===== src/hw/rtl/pcrd_pkg.sv =====
package pcrd_pkg;

   // normalized magnitude, sum of squares, root, remainder, fraction, quotient and numerator widths
   localparam int MAG_W  = 30;
   localparam int SUM_W  = 62;
   localparam int ROOT_W = 31;
   localparam int REM_W  = 33;
   localparam int FRAC_W = 14;
   localparam int Q_W    = 15;
   localparam int NUM_W  = MAG_W + FRAC_W + 1;
   localparam int DREM_W = ROOT_W + 1;

   // register indexes
   localparam logic [2:0] CSR_AXIS_RIGHT   = 3'd0;
   localparam logic [2:0] CSR_AXIS_UP      = 3'd1;
   localparam logic [2:0] CSR_AXIS_BACK    = 3'd2;
   localparam logic [2:0] CSR_FOCAL        = 3'd3;
   localparam logic [2:0] CSR_FRAME_WIDTH  = 3'd4;
   localparam logic [2:0] CSR_FRAME_HEIGHT = 3'd5;

   typedef logic [MAG_W-1:0] mag_type;

   // normalized direction word traveling down the back half of the pipe
   typedef struct packed {
      mag_type [2:0] mag;
      logic [2:0]    neg;
      logic          zero;
   } vec_type;

endpackage


===== src/hw/rtl/pcrd_sqrt.sv =====
module pcrd_sqrt (
   input  logic                        clock,
   input  logic                        reset,
   input  logic                        en,
   input  logic                        in_valid,
   input  pcrd_pkg::vec_type           in_vec,
   input  logic [pcrd_pkg::SUM_W-1:0]  in_sum,
   output logic                        out_valid,
   output pcrd_pkg::vec_type           out_vec,
   output logic [pcrd_pkg::ROOT_W-1:0] out_root
);

   localparam int N  = pcrd_pkg::ROOT_W;
   localparam int RW = pcrd_pkg::REM_W;
   localparam int SW = pcrd_pkg::SUM_W;

   logic          valid_ff [N];
   logic [RW-1:0] rem_in [N], rem_ff [N];
   logic [N-1:0]  root_in [N], root_ff [N];
   logic [SW-1:0] s_in [N], s_ff [N];
   pcrd_pkg::vec_type vec_ff [N];

   // one root bit per stage, two radicand bits shifted in each time
   always_comb begin
      logic [RW-1:0] rem_p, rem2, trial;
      logic [N-1:0]  root_p;
      logic [SW-1:0] s_p;
      for (int k = 0; k < N; k++) begin
         rem_p  = (k == 0) ? '0 : rem_ff[(k == 0) ? 0 : k-1];
         root_p = (k == 0) ? '0 : root_ff[(k == 0) ? 0 : k-1];
         s_p    = (k == 0) ? in_sum : s_ff[(k == 0) ? 0 : k-1];
         rem2   = {rem_p[RW-3:0], s_p[SW-1:SW-2]};
         trial  = {root_p, 2'b01};
         if (rem2 >= trial) begin
            rem_in[k]  = rem2 - trial;
            root_in[k] = {root_p[N-2:0], 1'b1};
         end else begin
            rem_in[k]  = rem2;
            root_in[k] = {root_p[N-2:0], 1'b0};
         end
         s_in[k] = {s_p[SW-3:0], 2'b00};
      end
   end

   // valid bits
   always_ff @(posedge clock) begin
      if (reset) begin
         for (int k = 0; k < N; k++) valid_ff[k] <= 1'b0;
      end else if (en) begin
         valid_ff[0] <= in_valid;
         for (int k = 1; k < N; k++) valid_ff[k] <= valid_ff[k-1];
      end
   end

   // data stages
   always_ff @(posedge clock) begin
      if (en) begin
         rem_ff  <= rem_in;
         root_ff <= root_in;
         s_ff    <= s_in;
         vec_ff[0] <= in_vec;
         for (int k = 1; k < N; k++) vec_ff[k] <= vec_ff[k-1];
      end
   end

   assign out_valid = valid_ff[N-1];
   assign out_vec   = vec_ff[N-1];
   assign out_root  = root_ff[N-1];

endmodule


===== config.mk =====
export PLATFORM = sky130hd
export DESIGN_NAME = pcrd_sqrt
export DESIGN_NICKNAME = d
export VERILOG_FILES = /design/src/hw/rtl/pcrd_pkg.sv /design/src/hw/rtl/pcrd_sqrt.sv
export SDC_FILE = /design/constraint.sdc
export NUM_CORES = 2
export LEC_CHECK = 0
export BUFFER_PORTS_ARGS = -buffer_cell sky130_fd_sc_hd__buf_2
export CORE_UTILIZATION = 50
export CTS_CLUSTER_SIZE = 28
export DETAILED_ROUTE_END_ITERATION = 12
export GPL_ROUTABILITY_DRIVEN = 0
export GPL_TIMING_DRIVEN = 1
export PLACE_DENSITY = 0.66
export SLEW_MARGIN = 20
export SYNTH_ARGS = -nofsm -noshare
export SYNTH_HDL_FRONTEND = slang
export SYNTH_SLANG_ARGS = --single-unit

===== constraint.sdc =====
create_clock -name clock -period 3.8 [get_ports clock]
set_input_delay 0 -clock clock [delete_from_list [all_inputs] [get_ports clock]]
set_output_delay 0 -clock clock [all_outputs]
set_load 0.03 [all_outputs]

==> results.md <==
- Status: complete, no violations
- Yosys reg bits: between 5000 and 6000
- Ys async rst share: 0%
- Count leader, synth: edfxtp_1
- Pre-CTS setup slack: approximately 150 ps
- Post-synth top area share: roughly four fifths
- Clock Pin Slew Worst Setup and Hold Paths: around 60 ps
- R2r endpoint: rem_ff[853]
- Mapped Avg Cell Area: 17.42 um2
- FF-to-FF Start: rem_ff[866]
- Slew at the pin with the worst max-slew slack: around 1000 ps
- Vias in the first global route: 95830
- Critical path data required time: about 4500 ps
- Hold Crit Class: input port to flop
- Commonest cells post-synth: edfxtp_1 (5245), inv_1 (656), nand2_1 (551)
- Maximum vdd drop: roughly 0.51 mV
- # setup viols final: 0
- Via Count: 94050
- Fin. Hold Viols: 0
- Library cells used by synthesis: 92
- Seq/Total Area, Yosys: between 80% and 90%
- CTS tree: built
- Placed insts: 16660
- Std cell rows: 229
- Die W: 628.6 um
- Crit-path cells: or4_1 > or3_1 > nor3_1 > a211o_1 > nor4_4 > buf_4 > or4b_1 > inv_1 > and4b_1 > xor2_1
- Antenna-violating nets left: 0
- Crit. End Element: flop
- Die area: 395200 um2
- Global-route wire length before repair: roughly 500000 um
- Crit-path max FO: 7
- Post-DP HPWL: 204300 um
- CP Capture Point: rem_ff[853]
- Setup TNS Final: 0 ps
- HP Start: en
- Top-Level Pins: ~290
- Root Buffer: clkbuf_16
- Wire length per cell: 17.58 um
- Post-CTS setup buffer count: 0
- Area contributors post-synth: edfxtp_1 (80%), ha_1 (3.4%), xnor2_1 (1.8%)
- Worst setup margin: between 100 and 150 ps
- Initial antenna violation count: 6
- Final period utilization: between 90% and 100%
- Synthesized area: 196300 um2
- Die height: approximately 630 um
- CTS HTree Levels: 6
- Layout cells sized above 1: 10.92%
- CORE AREA: 390000 um2
- Syn_nets: 11960
- Largest net degree at the start of global routing: 156
- Syn Inst Count: approximately 11000
- Leak: between 0.08 and 0.09 uW
- Routed WL: around 320000 um
- Total Nets Final: ~13000
- WP data arrival: between 4000 and 5000 ps
- Slew margin rel.: 30.97%
- Initial DRC Count: 7730
- Slowest-stage cell, CP: or4b_1
- Num CTS Buffers: approximately 540
- Setup crit start: rem_ff[866]
- P per Cell Area: around 620 nW/um2
- Congestion Overflow GR: 0
- Fmax: ~270 MHz
- R2R cell count: 10
- DR DRC count: 0
- R2R Setup Slk: approximately 150 ps
- Max cap viols: 0
- Critical path type: flop to flop
- Total track usage: around 16%
- Pins over their slew limit: 0
- Worst setup SP type: flop
- RSZ-0062 raised after global routing: false
- Clk_skew: just under 60 ps
- Initial Util: between 50% and 60%
- Biggest area consumer among synthesized cells: edfxtp_1
- Clk_lat worst skew: 1000 ps
- Via density per instance: 5.243
- Yosys warns: 0
- Finished Layout Cells: around 18000
- Minimum clock period: 3653 ps
- Deepest clock path buffer count: 4
- Worst path max stage delay: ~670 ps
- Initial DRT Pass Iterations: 10
- CTS sink cnt: roughly 5200
- Main synth FF type: edfxtp_1
- Synth-to-layout area growth: 14.81%
- Port-buffer cells: approximately 290
- Post-synth EDFFs: 5245
[sequential cells by signal, indices dropped and copies added, names as in the netlist]
name	count
valid_ff	31
s_ff	930
vec_ff	2914
root_ff	465
out_root	31
rem_ff	874
[worst min-delay path by stage]
| stage | end | slack (ps) | cells after the start |
|---|---|---|---|
| after floorplan | s_ff[1862] | 100 | 0 |
| after detailed placement | vec_ff[0][14] | 180 | 1 |
| final | vec_ff[0][198] | 120 | 2 |
| after global routing | vec_ff[0][198] | 90 | 2 |
| after global placement | vec_ff[0][35] | 180 | 1 |
| after CTS | vec_ff[0][198] | 80 | 2 |
[layer usage]
| layer | part of all wire [%] | global-route usage [%] |
|---|---|---|
| met1 | 41 | 19.23 |
| met5 | 0.0038 | 0 |
| met4 | 4.3 | 6.753 |
| met2 | 50 | 27.19 |
| met3 | 4.8 | 2.706 |
[layout make-up]
type	instances	area (um2)
Clock buffer	650	13970
Sequential cell	5245	157500
Clock inverter	303	3266
Inverter	658	2470
Antenna cell	1	2.502
Fill cell	28620	164500
Multi-Input combinational cell	5101	34990
Tap cell	5197	6502
Timing Repair Buffer	782	6711
[worst max-delay path, delay by kind of cell (launching register included)]
kind                      cells  cell delay [ps]
buffers and inverters         2              320
xor gates and xnor gates      1               80
and+or+nand+nor               6             2330
DFF                           1              420
AOI/OAI and AO/OA             1              250
[what timing repair did]
item                       in CTS  in global routing
resized for setup               0                  8
hold endpoints to repair     1936                  0
hold buffers                  320                  0
setup endpoints to repair       0                 54
[cells by family after synthesis]
| kind of cell | count (synthesis) | share of synthesized area (%) |
|---|---|---|
| buffers and inverters | 922 | 2.011 |
| xor gates and xnor gates | 723 | 3.225 |
| muxes | 117 | 0.6589 |
| and+or+nand+nor | 2078 | 5.266 |
| AOI/OAI and AO/OA | 1651 | 5.233 |
| DFF | 5245 | 80.22 |
| adders and majority gates | 531 | 3.384 |
| other | 1 | 0.001910 |
[per-stage QoR]
stage	hold slack [ps]	utilization, %	cell area (um2)	power, uW
CTS	77.80	57.79	225400	141600
finish	122.3	57.80	225400	140200
global placement	176.3	52.55	204900	89130
detailed placement	178.1	52.55	204900	90090
global route	87.86	57.80	225400	146200
floorplan	98.87	-	196300	84280
[cells in the final DEF, fill, tap and decap left out, types with 88 or more instances in the layout]
cell           synthesis  layout
clkbuf_16              0     542
nand2_1              551     551
xnor2_1              393     393
o21ai_0              441     440
dlygate4sd3_1          0     320
mux2_2                98      98
a21o_1               185     185
buf_4                125     118
edfxtp_1            5245    5245
inv_1                656     656
buf_2                  8     284
o21a_1                99      99
nor3_1               187     187
nor2_1               478     478
clkinv_1               1     104
nand3_1              143     143
clkbuf_1             118     108
nor4_1                95      94
nand2b_1              93      93
a21oi_1              502     501
ha_1                 531     531
xor2_1               330     330
nor2b_1               88      88
[power breakdown]
| group | switching (uW) | leakage (uW) | total, uW | internal, uW |
|---|---|---|---|---|
| registers | 2650 | 0.0510 | 72800 | 70100 |
| clock network | 21400 | 0.00838 | 50700 | 29300 |
| logic | 9830 | 0.0221 | 16800 | 6940 |
| total | 33900 | 0.0814 | 140000 | 106000 |
No activity file was read; power rests on OpenSTA's default activity.
